==> src/design/band_color_table_macros.svh <==
// Assertion macros used by the band color table scan module.
`ifndef BAND_COLOR_TABLE_MACROS_SVH
`define BAND_COLOR_TABLE_MACROS_SVH

// Same-cycle implication, disabled while reset is asserted.
`define BCT_ASSERT_IMPL(lbl, clk, rstn, ante, cons, msg) \
  lbl: assert property (@(posedge clk) disable iff (!(rstn)) (ante) |-> (cons)) \
    else $error(msg);

// Next-cycle implication, disabled while reset is asserted.
`define BCT_ASSERT_NEXT(lbl, clk, rstn, ante, cons, msg) \
  lbl: assert property (@(posedge clk) disable iff (!(rstn)) (ante) |=> (cons)) \
    else $error(msg);

`endif

==> src/design/bct_pkg.sv <==
// Types, constants and codes shared by the band color table modules.
package bct_pkg;

  localparam int unsigned TableDepth = 256;
  localparam int unsigned IdxW = (TableDepth > 1) ? $clog2(TableDepth) : 1;
  localparam int unsigned CntW = $clog2(TableDepth + 1);

  localparam logic OpRecord = 1'b0;
  localparam logic OpLookup = 1'b1;

  typedef enum logic [2:0] {
    StatUpdated  = 3'd0,
    StatAppended = 3'd1,
    StatDropped  = 3'd2,
    StatHit      = 3'd3,
    StatDefault  = 3'd4
  } status_e;

  typedef struct packed {
    logic [15:0] top;
    logic [14:0] height;
    logic [31:0] color;
  } entry_t;

  typedef struct packed {
    logic            we;
    logic [IdxW-1:0] addr;
    entry_t          data;
  } wr_req_t;

  typedef struct packed {
    logic [31:0] color;
    status_e     status;
  } result_t;

endpackage

==> src/design/bct_scan.sv <==
// Sequencer and shared compare unit that scans the band table one entry per cycle.
`include "band_color_table_macros.svh"

module bct_scan (
  input  logic                     clk_i,
  input  logic                     rst_ni,
  input  logic                     in_valid_i,
  output logic                     in_ready_o,
  input  logic                     op_i,
  input  logic signed [15:0]       row_top_i,
  input  logic [14:0]              row_height_i,
  input  logic [31:0]              fill_color_i,
  input  logic [31:0]              default_color_i,
  output logic [bct_pkg::IdxW-1:0] rd_addr_o,
  input  bct_pkg::entry_t          rd_data_i,
  output bct_pkg::wr_req_t         wr_o,
  output logic                     res_valid_o,
  input  logic                     res_ready_i,
  output bct_pkg::result_t         res_o
);
  import bct_pkg::*;

  localparam logic [1:0] StIdle = 2'd0;
  localparam logic [1:0] StScan = 2'd1;
  localparam logic [1:0] StFin  = 2'd2;

  logic [1:0]         state_q;
  logic [CntW-1:0]    cnt_q;
  logic [CntW-1:0]    addr_q;
  logic [CntW-1:0]    rd_idx_q;
  logic               rd_vld_q;
  logic               hit_q;
  logic               op_q;
  logic [15:0]        top_q;
  logic [14:0]        hgt_q;
  logic [31:0]        col_q;
  logic signed [16:0] bot_q;
  logic [IdxW-1:0]    hit_idx_q;
  logic [31:0]        hit_col_q;

  logic signed [16:0] item_bot;
  logic signed [16:0] ent_bot;
  logic               match;
  logic               last;
  logic               issue;
  logic               fire;
  logic               room;

  assign item_bot = $signed({row_top_i[15], row_top_i}) + $signed({2'b00, row_height_i});
  assign ent_bot  = $signed({rd_data_i.top[15], rd_data_i.top})
                  + $signed({2'b00, rd_data_i.height});

  always_comb begin
    if (op_q == OpRecord) begin
      match = (rd_data_i.top == top_q) && (rd_data_i.height == hgt_q);
    end else begin
      match = ($signed(top_q) >= $signed(rd_data_i.top)) && (bot_q <= ent_bot);
    end
  end

  assign last       = (rd_idx_q == (cnt_q - CntW'(1)));
  assign issue      = (state_q == StScan) && (addr_q < cnt_q);
  assign rd_addr_o  = addr_q[IdxW-1:0];
  assign in_ready_o = (state_q == StIdle);
  assign fire       = (state_q == StFin) && res_ready_i;
  assign room       = (cnt_q < CntW'(TableDepth));
  assign res_valid_o = fire;

  always_comb begin
    wr_o.we          = fire && (op_q == OpRecord) && (hit_q || room);
    wr_o.addr        = hit_q ? hit_idx_q : cnt_q[IdxW-1:0];
    wr_o.data.top    = top_q;
    wr_o.data.height = hgt_q;
    wr_o.data.color  = col_q;
    if (op_q == OpRecord) begin
      res_o.color = '0;
      if (hit_q) begin
        res_o.status = StatUpdated;
      end else if (room) begin
        res_o.status = StatAppended;
      end else begin
        res_o.status = StatDropped;
      end
    end else if (hit_q) begin
      res_o.color  = hit_col_q;
      res_o.status = StatHit;
    end else begin
      res_o.color  = default_color_i;
      res_o.status = StatDefault;
    end
  end

  always_ff @(posedge clk_i or negedge rst_ni) begin
    if (!rst_ni) begin
      state_q  <= StIdle;
      cnt_q    <= '0;
      addr_q   <= '0;
      rd_idx_q <= '0;
      rd_vld_q <= 1'b0;
      hit_q    <= 1'b0;
    end else begin
      unique case (state_q)
        StIdle: begin
          if (in_valid_i) begin
            addr_q   <= '0;
            rd_vld_q <= 1'b0;
            hit_q    <= 1'b0;
            state_q  <= (cnt_q == '0) ? StFin : StScan;
          end
        end
        StScan: begin
          if (issue) begin
            addr_q <= addr_q + CntW'(1);
          end
          rd_idx_q <= addr_q;
          if (rd_vld_q && match) begin
            hit_q    <= 1'b1;
            rd_vld_q <= 1'b0;
            state_q  <= StFin;
          end else if (rd_vld_q && last) begin
            rd_vld_q <= 1'b0;
            state_q  <= StFin;
          end else begin
            rd_vld_q <= issue;
          end
        end
        StFin: begin
          if (res_ready_i) begin
            state_q <= StIdle;
            if ((op_q == OpRecord) && !hit_q && room) begin
              cnt_q <= cnt_q + CntW'(1);
            end
          end
        end
        default: begin
          state_q <= StIdle;
        end
      endcase
    end
  end

  always_ff @(posedge clk_i) begin
    if ((state_q == StIdle) && in_valid_i) begin
      op_q  <= op_i;
      top_q <= row_top_i;
      hgt_q <= row_height_i;
      col_q <= fill_color_i;
      bot_q <= item_bot;
    end
    if ((state_q == StScan) && rd_vld_q && match) begin
      hit_idx_q <= rd_idx_q[IdxW-1:0];
      hit_col_q <= rd_data_i.color;
    end
  end

  `BCT_ASSERT_IMPL(a_cnt_bound, clk_i, rst_ni, 1'b1, cnt_q <= CntW'(TableDepth), "count over depth")
  `BCT_ASSERT_IMPL(a_wr_in_fin, clk_i, rst_ni, wr_o.we, state_q == StFin, "write outside finish")
  `BCT_ASSERT_IMPL(a_rd_in_range, clk_i, rst_ni, rd_vld_q, rd_idx_q < cnt_q, "read past count")
  `BCT_ASSERT_NEXT(a_fire_idle, clk_i, rst_ni, fire, state_q == StIdle, "no return to idle")

endmodule
==> config.mk <==
export PLATFORM = sky130hd
export DESIGN_NAME = bct_scan
export DESIGN_NICKNAME = d
export VERILOG_FILES = /design/src/design/bct_pkg.sv /design/src/design/bct_scan.sv
export VERILOG_INCLUDE_DIRS = /design/src /design/src/design
export SDC_FILE = /design/constraint.sdc
export NUM_CORES = 1
export LEC_CHECK = 0
export BUFFER_PORTS_ARGS = -buffer_cell sky130_fd_sc_hd__buf_2
export CAP_MARGIN = 10
export CELL_PAD_IN_SITES_DETAIL_PLACEMENT = 0
export CELL_PAD_IN_SITES_GLOBAL_PLACEMENT = 1
export CORE_UTILIZATION = 33
export CTS_BUF_LIST = sky130_fd_sc_hd__clkbuf_4
export DETAILED_ROUTE_END_ITERATION = 12
export PLACE_DENSITY = 0.72
export SLEW_MARGIN = 20
export SYNTH_ARGS = -nofsm -noshare
export SYNTH_HDL_FRONTEND = slang
export SYNTH_SLANG_ARGS = --single-unit
==> constraint.sdc <==
create_clock -name clk_i -period 5.8 [get_ports clk_i]
set_input_delay 1.16 -clock clk_i [delete_from_list [all_inputs] [get_ports clk_i]]
set_output_delay 1.16 -clock clk_i [all_outputs]
set_load 0.1 [all_outputs]
# Yosys cells after proc, flatten, opt, wreduce, memory -nomap -nowiden
# Cells that the tools add are included.
[classes] addsub=5 order_cmp=4 n_eq_ne=10 n_mux=21 bitwise_logic=1 reduce_logical=23
[ops] op="35-bit two-way mux" count=2
[ops] op="16-bit by 16-bit adder with 17-bit output" count=2
[ops] op="9-bit by 1-bit adder with 9-bit output (second input constant)" count=2
[ops] op="9-bit two-way mux" count=2
[ops] op="9-bit one-hot mux with 2 select lines" count=1
[ops] op="17-bit <= comparator" count=1
[ops] op="16-bit == test" count=1
[ops] op="16-bit greater-or-equal comparator" count=1
[ops] op="15-bit == test" count=1
[ops] op="2-bit two-way mux" count=7
[ops] op="1-bit logical AND" count=13
[ops] op="3-bit AND reduction" count=4
[ops] op="9-bit == test" count=1
[ops] op="9-bit logical NOT" count=1
[ops] op="9-bit < comparator" count=1
[ops] op="9-bit < comparator (second input constant)" count=1
[ops] op="9-bit by 1-bit subtractor with 9-bit output (second input constant)" count=1
[ops] op="8-bit two-way mux" count=1
[ops] op="2-bit != test (second input constant)" count=3
[ops] op="2-bit one-hot mux with 3 select lines" count=1
[ops] op="1-bit two-way mux" count=5
[ops] op="1-bit one-hot mux with 2 select lines" count=2
[ops] op="3-bit by 1-bit != test with 1-bit output (second input constant)" count=1
[ops] op="2-bit by 1-bit == test with 1-bit output (second input constant)" count=1
[ops] op="other kinds (8)" count=8
[totals] regBits=152 wordCells=77

# Logic depth before layout (Yosys ltp)
# Gate-level depths: netlist of the first run.
[logic_depth] word_depth=7 ltp_mapped=18

# Worst setup path before layout of the first run
# Ideal clock, no wire load.
[synth_timing] path_type="in2reg" start="input rd_data_i[32] (netlist name)" end="register hit_col_q[0] (enable)" setup_time_ns=0.406 arrival_time_ns=5.625 path_slack_ns=-0.232 stages=17 cell_sequence="ha_1 inv_1 fa_1 nor2b_1 o31ai_1 a21oi_1 o31ai_1 a31oi_1 a41oi_1 o31ai_1 ha_1 nand3_1 or4_4 o32ai_2 a22oi_1 a221o_1 nor2_2"
[synth_between] elab_chain_cells=5
[synth_lines] item="start: declaration" line_no="bct_scan.sv:15" text="input bct_pkg::entry_t rd_data_i,"
[synth_lines] item="16-bit by 16-bit adder with 17-bit output" line_no="bct_scan.sv:51" text="+ $signed({2'b00, rd_data_i.height});"
[synth_lines] item="17-bit <= comparator" line_no="bct_scan.sv:57" text="match = ($signed(top_q) >= $signed(rd_data_i.top)) && (bot_q <= ent_bot);"
[synth_lines] item="1-bit logical AND" line_no="bct_scan.sv:57"
[synth_lines] item="1-bit two-way mux (*)" line_no="bct_scan.sv:54" text="if (op_q == OpRecord) begin"
[synth_lines] item="1-bit logical AND (*)" line_no="bct_scan.sv:150" text="if ((state_q == StScan) && rd_vld_q && match) begin"
[synth_lines] item="end signal: assignment" line_no="bct_scan.sv:152" text="hit_col_q <= rd_data_i.color;"
[synth_lines] item="end: declaration" line_no="bct_scan.sv:39" text="logic [31:0] hit_col_q;"
# Every way passes the cells marked *; elsewhere a longest branch is shown, timed or not.
# A chain may end at the register's enable or synchronous reset.

# Final worst setup path of the first run
[layout_timing] start="input rd_data_i[32] (netlist name)" end="register hit_col_q[11] (enable)"
# The elaborated chain is that of the path after synthesis.

==> impl_metrics.py, run 1 <==
metrics = {
    "power": {
        "power.total_uw": 4805,
        "p_per_area_nw_per_um2": 456.6,
        "vdd_ir_drop_max_mv": 0.2276,
        "p_leak_uw": 0.004589,
    },
    "routing": {
        "drt_iter0_markers": 288,
        "drc": 0,
        "ant_nets": 0,
        "wl_per_cell_um": 16.58,
        "firstDrtPassIters": 4,
        "totalWireLength_um": 22150,
        "vias": 6395,
        "via_per_inst": 4.787,
    },
    "synthesis": {
        "syn_area_um2": 8418,
        "synth_seq_cells": 152,
        "synth_nets": 945,
        "synthArstFlopShare_pct": 20.39,
        "yosys_warnings": 0,
        "synth_seq_area_share_pct": 52.38,
        "synth_flop_cell": "edfxtp_1",
        "syn_inst": 706,
        "synth.distinct_cells": 64,
        "synth_edf_count": 121,
        "synth.avg_cell_area_um2": 11.92,
    },
    "clocking": {
        "clkTransAtPathRegs_ns": 0.13,
        "cts_buffers": 17,
        "cts-root-buf": "clkbuf_4",
        "cts_repair_resize_count": 0,
        "cts.sink_count": 152,
        "cts_max_path_buffers": 2,
        "cts_hold_buf": 0,
        "htree_levels": 4,
        "postCtsSetupBuffers": 0,
        "tritoncts": "built",
        "clk_latency_ns": 0.55,
    },
    "timing": {
        "finalSetupViolCount": 0,
        "whs_ns": 0.5103,
        "worstMarginPinSlew_ns": 1.030,
        "slew-limit-headroom_pct": 31.35,
        "fin_skew_ns": 0.01835,
        "setup_tns_ns": 0,
        "rsz0062_at_grt": "false",
        "finalHoldViolCount": 0,
        "slew_violations": 0,
        "post-route-min-period_ns": 5.290,
        "fmax_mhz": 189.0,
        "post-route-period-util_pct": 91.21,
    },
    "cells_and_area": {
        "layout_common_cells": "buf_2 (279), edfxtp_1 (121), ha_1 (74)",
        "final_common_cell": "buf_2",
        "final_util_pct": 41.90,
        "final_nets": 1228,
        "stdcell_area_um2": 10520,
        "n_fill_cell": 2486,
        "drive_gt1_share_pct": 33.43,
        "syn_to_final_growth_pct": 24.98,
    },
    "floorplanning": {
        "core-area_um2": 25110,
        "die_area_um2": 26150,
        "start_util_pct": 33.53,
        "num_rows": 58,
        "fp.dieW_um": 161.7,
        "design.portCount": 280,
        "die_height_um": 161.7,
    },
    "worst_setup_path": {
        "cp-end-kind": "register",
        "critPathLaunchType": "input pin",
        "worstPathArrival_ns": 5.54,
        "r2r_cells": 8,
        "path_max_fanout": 41,
        "worst_ep_required_time_ns": 6.05,
        "critPathKind": "input pin to register",
        "worst-r2r-setup-slack_ns": 2.74,
    },
    "hold_path": {
        "hold_depth": 0,
        "hold_path.class": "register to register",
    },
    "flow_run": {
        "maxCapViolations": 0,
    },
    "grt": {
        "grt_pass1_wl_um": 34040,
        "grt_max_degree": 58,
        "track_usage_pct": 17.06,
        "antenna_found_initial": 4,
        "first_global_vias": 6197,
        "grt_overflow": 0,
    },
    "place": {
        "hpwlAfterDp_um": 17340,
        "dpl_cell_area_um2": 10190,
        "place_congestion": 0.8343,
        "io_buffers": 279,
    },
    "status": {
        "outcome": "finished clean",
    },
}
per-layer routing:
layer | wire [µm] | global-route usage [%] | vias to the layer above
met3 | 1463 | 4.086 | 10
met1 | 10380 | 22.46 | 2975
met5 | 0 | 0 | -
met2 | 10110 | 27.92 | 236
met4 | 197 | 4.803 | 0
li1 | - | - | 3174
power by group:
part	switching (µW)	internal [µW]	total, µW
Combinational	1940	538	2480
Sequential	166	1400	1570
Clock	436	319	755
Total	2540	2260	4800
synth_stat cells (4+ instances only):
| cell | instances | area (µm²) |
|---|---|---|
| nand2_1 | 40 | 150.1 |
| nand2b_1 | 4 | 25.02 |
| xor2_1 | 16 | 140.1 |
| o21ai_0 | 19 | 95.09 |
| nor3_1 | 6 | 30.03 |
| o31ai_1 | 9 | 67.56 |
| buf_4 | 8 | 60.06 |
| mux2_2 | 5 | 56.30 |
| a211oi_1 | 6 | 45.04 |
| mux2i_1 | 33 | 330.3 |
| dfrtp_1 | 31 | 775.7 |
| nor2b_1 | 41 | 256.5 |
| nor4_1 | 4 | 25.02 |
| nand4_1 | 14 | 87.58 |
| a21oi_1 | 32 | 160.2 |
| o21a_1 | 9 | 67.56 |
| o21bai_1 | 6 | 45.04 |
| nor2_1 | 30 | 112.6 |
| ha_1 | 74 | 925.9 |
| edfxtp_1 | 121 | 3633 |
| nand3_1 | 17 | 85.08 |
| xnor2_1 | 45 | 394.1 |
| clkbuf_1 | 13 | 48.80 |
| inv_1 | 46 | 172.7 |
| a21o_1 | 7 | 52.55 |
| and3_1 | 4 | 25.02 |
| o211ai_1 | 5 | 37.54 |
| o21ai_1 | 8 | 40.04 |
worst paths after layout:
path | startpoint | end
setup / recovery | rd_data_i[32] | hit_col_q[11]
min in group asynchronous | rst_ni | rd_idx_q[4]
hold reg to reg | rd_idx_q[1] | hit_idx_q[1]
hold / removal | rd_idx_q[1] | hit_idx_q[1]
max in group asynchronous | rst_ni | hit_q
setup reg to reg | top_q[15] | hit_col_q[11]
stage by stage:
step                      std cells  setup slack, ns
after CTS                      1332           0.5716
after detailed placement       1300         -0.04702
after global routing           1335           0.1608
after floorplan                 706           0.2066
after global placement         1300          0.06282
final                          1336           0.5100
layout make-up:
cell class | count | area [µm²] | share of cell area [%]
antenna | 4 | 10.01 | 0.09514
clock buffer | 18 | 135.1 | 1.284
clock inverter | 14 | 186.4 | 1.772
inverter | 47 | 177.7 | 1.689
multi-input combinational | 484 | 3720 | 35.36
sequential | 152 | 4410 | 41.92
tap | 330 | 412.9 | 3.924
timing repair buffer | 287 | 1469 | 13.96
kinds of logic (layout without fill, tap and decap cells):
kind of cell               after synthesis  after routing  synth area share [%]
AOI/OAI and AO/OA                      132            132                 10.42
adders and majority gates               76             76                 11.47
buffers and inverters                   70            366                 3.493
muxes                                   41             41                 4.994
and+or+nand+nor                        174            174                 10.89
other                                    0              4                     0
DFF                                    152            152                 52.38
xor gates and xnor gates                61             61                 6.347
flip-flops by register name, summed over array words and instances (netlist names):
signal,cells
addr_q,9
col_q,32
hit_col_q,32
hit_q,1
op_q,1
hit_idx_q,8
rd_vld_q,1
rd_idx_q,9
hgt_q,15
top_q,16
state_q,2
cnt_q,9
bot_q,17
critical path, stage by stage:
cell     delay, ns
buf_2         0.11
ha_1          0.21
inv_1         0.07
fa_1          0.21
nor2b_1       0.07
o31ai_1       0.33
a21oi_1       0.16
o31ai_1       0.41
a31oi_1       0.20
a41oi_1       0.29
o31ai_1       0.12
ha_1          0.30
nand3_1       0.12
or4_4         0.57
o32ai_2       0.28
a22oi_1       0.13
a221o_1       0.41
nor2_4        0.12
buf_12        0.25
(Power assumes the default switching activity.)
==> run 2: changes to the inputs <==
==> constraint.sdc (replaced) <==
create_clock -name clk_i -period 5.8 [get_ports clk_i]
set_input_delay 0.29 -clock clk_i [delete_from_list [all_inputs] [get_ports clk_i]]
set_output_delay 0.29 -clock clk_i [all_outputs]
set_load 0.1 [all_outputs]
==> impl_metrics.py, run 2 (synthesized netlist as in run 1, its figures left out) <==
metrics = {
    "status": {
        "outcome": "finished clean",
    },
    "cells_and_area": {
        "final_nets": 1322,
        "stdcell_area_um2": 11460,
        "drive_gt1_share_pct": 30.47,
        "layout_common_cells": "buf_2 (279), edfxtp_1 (121), dlygate4sd3_1 (97)",
        "n_fill_cell": 2389,
        "syn_to_final_growth_pct": 36.13,
        "final_util_pct": 45.64,
        "reg_top3": "col_q (32), hit_col_q (32), bot_q (17)",
        "final_common_cell": "buf_2",
    },
    "hold_path": {
        "holdCritStartpoint": "res_ready_i",
        "hold_path.class": "input pin to register",
    },
    "routing": {
        "ant_nets": 0,
        "firstDrtPassIters": 4,
        "totalWireLength_um": 23270,
        "vias": 6723,
        "via_per_inst": 4.711,
        "wl_per_cell_um": 16.31,
        "drt_iter0_markers": 249,
        "drc": 0,
    },
    "clocking": {
        "clk_latency_ns": 0.55,
        "htree_levels": 4,
        "cts_buffers": 17,
        "clkTransAtPathRegs_ns": 0.13,
        "tritoncts": "built",
        "cts.sink_count": 152,
        "cts-root-buf": "clkbuf_4",
        "cts_max_path_buffers": 2,
    },
    "place": {
        "hpwlAfterDp_um": 17520,
        "place_congestion": 0.8556,
        "dpl_cell_area_um2": 10160,
        "io_buffers": 279,
    },
    "timing": {
        "finalSetupViolCount": 0,
        "rsz0062_at_grt": "false",
        "post-route-period-util_pct": 77.48,
        "post-route-min-period_ns": 4.494,
        "finalHoldViolCount": 0,
        "worstMarginPinSlew_ns": 0.7390,
        "setup_tns_ns": 0,
        "fmax_mhz": 222.5,
        "slew-limit-headroom_pct": 50.73,
        "slew_violations": 0,
        "fin_skew_ns": 0.03079,
    },
    "worst_setup_path": {
        "critPathKind": "input pin to register",
        "r2r-start": "top_q[14]",
        "startpoint": "rd_data_i[32]",
        "cp-end-kind": "register",
        "worst_ep_required_time_ns": 6.03,
        "worstPathArrival_ns": 4.72,
        "path_max_fanout": 41,
        "worst-r2r-setup-slack_ns": 2.84,
        "critPathLaunchType": "input pin",
    },
    "floorplanning": {
        "die_area_um2": 26150,
        "start_util_pct": 33.53,
        "design.portCount": 280,
        "core-area_um2": 25110,
        "fp.dieW_um": 161.7,
        "die_height_um": 161.7,
        "num_rows": 58,
    },
    "grt": {
        "track_usage_pct": 17.92,
        "first_global_vias": 6838,
        "grt_max_degree": 84,
        "grt_overflow": 0,
        "antenna_found_initial": 1,
        "grt_pass1_wl_um": 36070,
    },
    "power": {
        "switching_share_pct": 53.07,
        "internal_power_uw": 2257,
        "p_leak_uw": 0.004981,
        "pwr-share-seq_pct": 32.1,
        "switching_power_uw": 2552,
        "p_per_area_nw_per_um2": 419.7,
        "vdd_ir_drop_max_mv": 0.2649,
        "pwr-share-clk_pct": 14.5,
        "power.share.combinational_pct": 53.4,
    },
    "flow_run": {
        "maxCapViolations": 0,
    },
}
[run 2: through the flow]
stage | hold WS [ns] | instances | setup WS [ns] | power, µW
after floorplan | -0.005591 | 706 | 0.6384 | 3625
after global placement | 0.3931 | 1296 | 0.8390 | 4072
after detailed placement | 0.3976 | 1296 | 0.7893 | 4083
after CTS | 0.02231 | 1425 | 1.382 | 4849
after global routing | 0.05413 | 1427 | 1.042 | 5047
final | 0.08471 | 1427 | 1.306 | 4810
[run 2: worst max-delay path, cell delays in order]
cell	delay, ns
buf_2	0.11
ha_1	0.21
inv_1	0.07
fa_1	0.19
nor2b_1	0.07
o31ai_1	0.40
a21oi_1	0.20
o31ai_1	0.38
a31oi_1	0.19
a41oi_1	0.31
o31ai_1	0.12
ha_1	0.31
nand3_1	0.12
or4_4	0.57
o32ai_2	0.26
a22oi_1	0.11
a221o_1	0.42
nor2_4	0.13
buf_12	0.23
[run 2: what timing repair did]
action | in CTS | in global routing
setup buffers | 0 | 0
endpoints found under the hold margin | 127 | 0
gates resized for setup | 0 | 0
setup endpoints to repair | 0 | 0
hold buffers | 97 | 0
[run 2: path summary, 6_finish.rpt]
check                                end  cells past startpoint
max in group asynchronous          hit_q                      2
min                           state_q[1]                      3
min reg2reg                 hit_idx_q[1]                      0
max                        hit_col_q[16]                     19
max reg2reg                hit_col_q[16]                      8
min in group asynchronous       cnt_q[7]                      2
[run 2: area by class of cell]
cell class | count | area [µm²] | share of cell area (%)
clock inverters | 14 | 160.2 | 1.398
well taps | 330 | 412.9 | 3.603
diodes | 1 | 2.502 | 0.02184
inverters | 47 | 177.7 | 1.550
multi-input cells | 484 | 3724 | 32.49
flip-flops and latches | 152 | 4410 | 38.49
clock buffers | 18 | 135.1 | 1.179
repair buffers | 381 | 2437 | 21.27
[run 2: metal layers]
| metal | vias to the layer above | part of all wire [%] | track usage [%] |
|---|---|---|---|
| li1 | 3355 | - | - |
| met1 | 3124 | 45 | 22.65 |
| met2 | 221 | 47 | 30.58 |
| met3 | 23 | 5.8 | 3.396 |
| met4 | 0 | 2.0 | 6.261 |
| met5 | - | 0 | 0 |
[run 2: power by group through the flow]
stage	logic (µW)	registers [µW]	clock network (µW)
finish	2570	1540	698
global route	2710	1570	768
CTS	2570	1550	732
detailed placement	2510	1570	0
global placement	2500	1570	0
floorplan	1550	2080	0
==> run 3: changes to the inputs <==
==> constraint.sdc (replaced) <==
create_clock -name clk_i -period 4.15 [get_ports clk_i]
set_input_delay 0.2075 -clock clk_i [delete_from_list [all_inputs] [get_ports clk_i]]
set_output_delay 0.2075 -clock clk_i [all_outputs]
set_load 0.1 [all_outputs]
==> impl_metrics.py, run 3 (synthesized netlist as in run 1, its figures left out) <==
metrics = {
    "place": {
        "place_ws_ns": -0.3173,
        "place_congestion": 0.8023,
        "hpwlAfterDp_um": 17630,
        "dpl_cell_area_um2": 10480,
        "io_buffers": 279,
    },
    "routing": {
        "via_per_inst": 4.709,
        "drc": 0,
        "ant_nets": 0,
        "drt_iter0_markers": 278,
        "vias": 6875,
        "wl_per_cell_um": 15.99,
        "totalWireLength_um": 23340,
        "firstDrtPassIters": 4,
    },
    "grt": {
        "first_global_vias": 6818,
        "grt_pass1_wl_um": 36050,
        "grt_overflow": 0,
        "grt-busiest-layer": "met2",
        "antenna_found_initial": 0,
        "grt.met2_usage_pct": 30.33,
        "grtUsageMet1_pct": 23.32,
        "use_met3_pct": 3.626,
        "grt_max_degree": 68,
        "track_usage_pct": 17.92,
    },
    "clocking": {
        "cts.sink_count": 152,
        "clkTransAtPathRegs_ns": 0.16,
        "cts_max_path_buffers": 2,
        "cts-root-buf": "clkbuf_4",
        "clk_latency_ns": 0.57,
        "tritoncts": "built",
        "cts_buffers": 17,
        "htree_levels": 4,
    },
    "cells_and_area": {
        "syn_to_final_growth_pct": 40.74,
        "reg_top3": "col_q (32), hit_col_q (32), bot_q (17)",
        "drive_gt1_share_pct": 33.72,
        "final_nets": 1356,
        "stdcell_area_um2": 11850,
        "diodes": 0,
        "final_common_cell": "buf_2",
        "layout_common_cells": "buf_2 (279), edfxtp_1 (121), dlygate4sd3_1 (99)",
    },
    "timing": {
        "finalSetupViolCount": 0,
        "post-route-period-util_pct": 94.79,
        "fin_skew_ns": 0.03312,
        "post-route-min-period_ns": 3.934,
        "slew_violations": 0,
        "setup_tns_ns": 0,
        "worst_slack_ns": 0.2163,
        "finalHoldViolCount": 0,
        "slew-limit-headroom_pct": 37.90,
        "worstMarginPinSlew_ns": 0.9315,
        "rsz0062_at_grt": "false",
        "fmax_mhz": 254.2,
    },
    "worst_setup_path": {
        "critPathKind": "input pin to register",
        "cp-end-kind": "register",
        "path_max_fanout": 3,
        "worst_ep_required_time_ns": 4.64,
        "critPathLaunchType": "input pin",
        "worstPathArrival_ns": 4.42,
    },
    "hold_path": {
        "hold_path.class": "input pin to async pin",
    },
    "status": {
        "outcome": "finished clean",
    },
    "floorplanning": {
        "die_area_um2": 26150,
        "fp.dieW_um": 161.7,
        "core-area_um2": 25110,
        "die_height_um": 161.7,
        "start_util_pct": 33.53,
        "num_rows": 58,
        "design.portCount": 280,
    },
    "power": {
        "p_leak_uw": 0.005137,
        "p_per_area_nw_per_um2": 572.5,
        "vdd_ir_drop_max_mv": 0.4179,
        "power.total_uw": 6783,
    },
    "flow_run": {
        "maxCapViolations": 0,
    },
}
[run 3: metal layers]
layer / part of all wire, % / vias up
met3: 5.7 / 18
met2: 48 / 234
met1: 45 / 3200
met5: 0 / -
li1: - / 3423
met4: 1.1 / 0
[run 3: report_power, final]
group,total [µW],switching (µW),leakage [µW],internal [µW]
clock,954,622,0.000150,332
combinational,3630,2760,0.00346,877
sequential,2200,241,0.00152,1960
total,6780,3620,0.00514,3160
[run 3: final cells by class]
| class | instances | area [µm²] |
|---|---|---|
| repair buffers | 415 | 2703 |
| clock buffers | 18 | 135.1 |
| clock inverters | 14 | 157.7 |
| well taps | 330 | 412.9 |
| flip-flops and latches | 152 | 4410 |
| multi-input cells | 484 | 3851 |
| inverters | 47 | 177.7 |
| fillers | 2376 | 13260 |
[run 3: critical path: stages]
cell and delay [ns]:
buf_2 0.12, ha_4 0.16, inv_2 0.04, fa_2 0.22, nor2b_4 0.05, o31ai_4 0.20
a21oi_2 0.13, o31ai_4 0.36, a31oi_4 0.14, a41oi_2 0.26, o31ai_2 0.10, ha_1 0.31
nand3_2 0.09, or4_4 0.45, o32ai_4 0.22, a22oi_2 0.10, a221o_1 0.37, buf_4 0.15
o21ai_2 0.07, o211a_1 0.15, dlygate4sd3_1 0.54
[run 3: repair_timing]
action                                  in CTS  in global routing
buffers inserted                             0                  1
hold buffers                                99                  0
gates resized for setup                      0                 10
endpoints found under the setup margin       0                 23
hold endpoints to repair                   131                  0
[run 3: path summary, 6_finish.rpt]
kind / startpoint / end / depth (start not counted) / slack, ns
min in group clk_i: in_valid_i / addr_q[5] / 3 / 0.24
worst min register to register: rd_idx_q[6] / hit_idx_q[6] / 0 / 0.50
worst max-delay path: rd_data_i[32] / state_q[1] / 21 / 0.22
worst min-delay path: rst_ni / cnt_q[4] / 2 / 0.24
worst max register to register: top_q[15] / state_q[1] / 10 / 0.81
max in group asynchronous: rst_ni / hit_q / 2 / 3.37
[run 3: stage by stage]
stage               util (%)  hold WS [ns]  cells
global route           47.18        0.2298   1460
global placement       41.74        0.3038   1328
floorplan                  -      -0.08809    706
detailed placement     41.75        0.3113   1328
CTS                    46.87        0.1837   1459
finish                 47.18        0.2353   1460
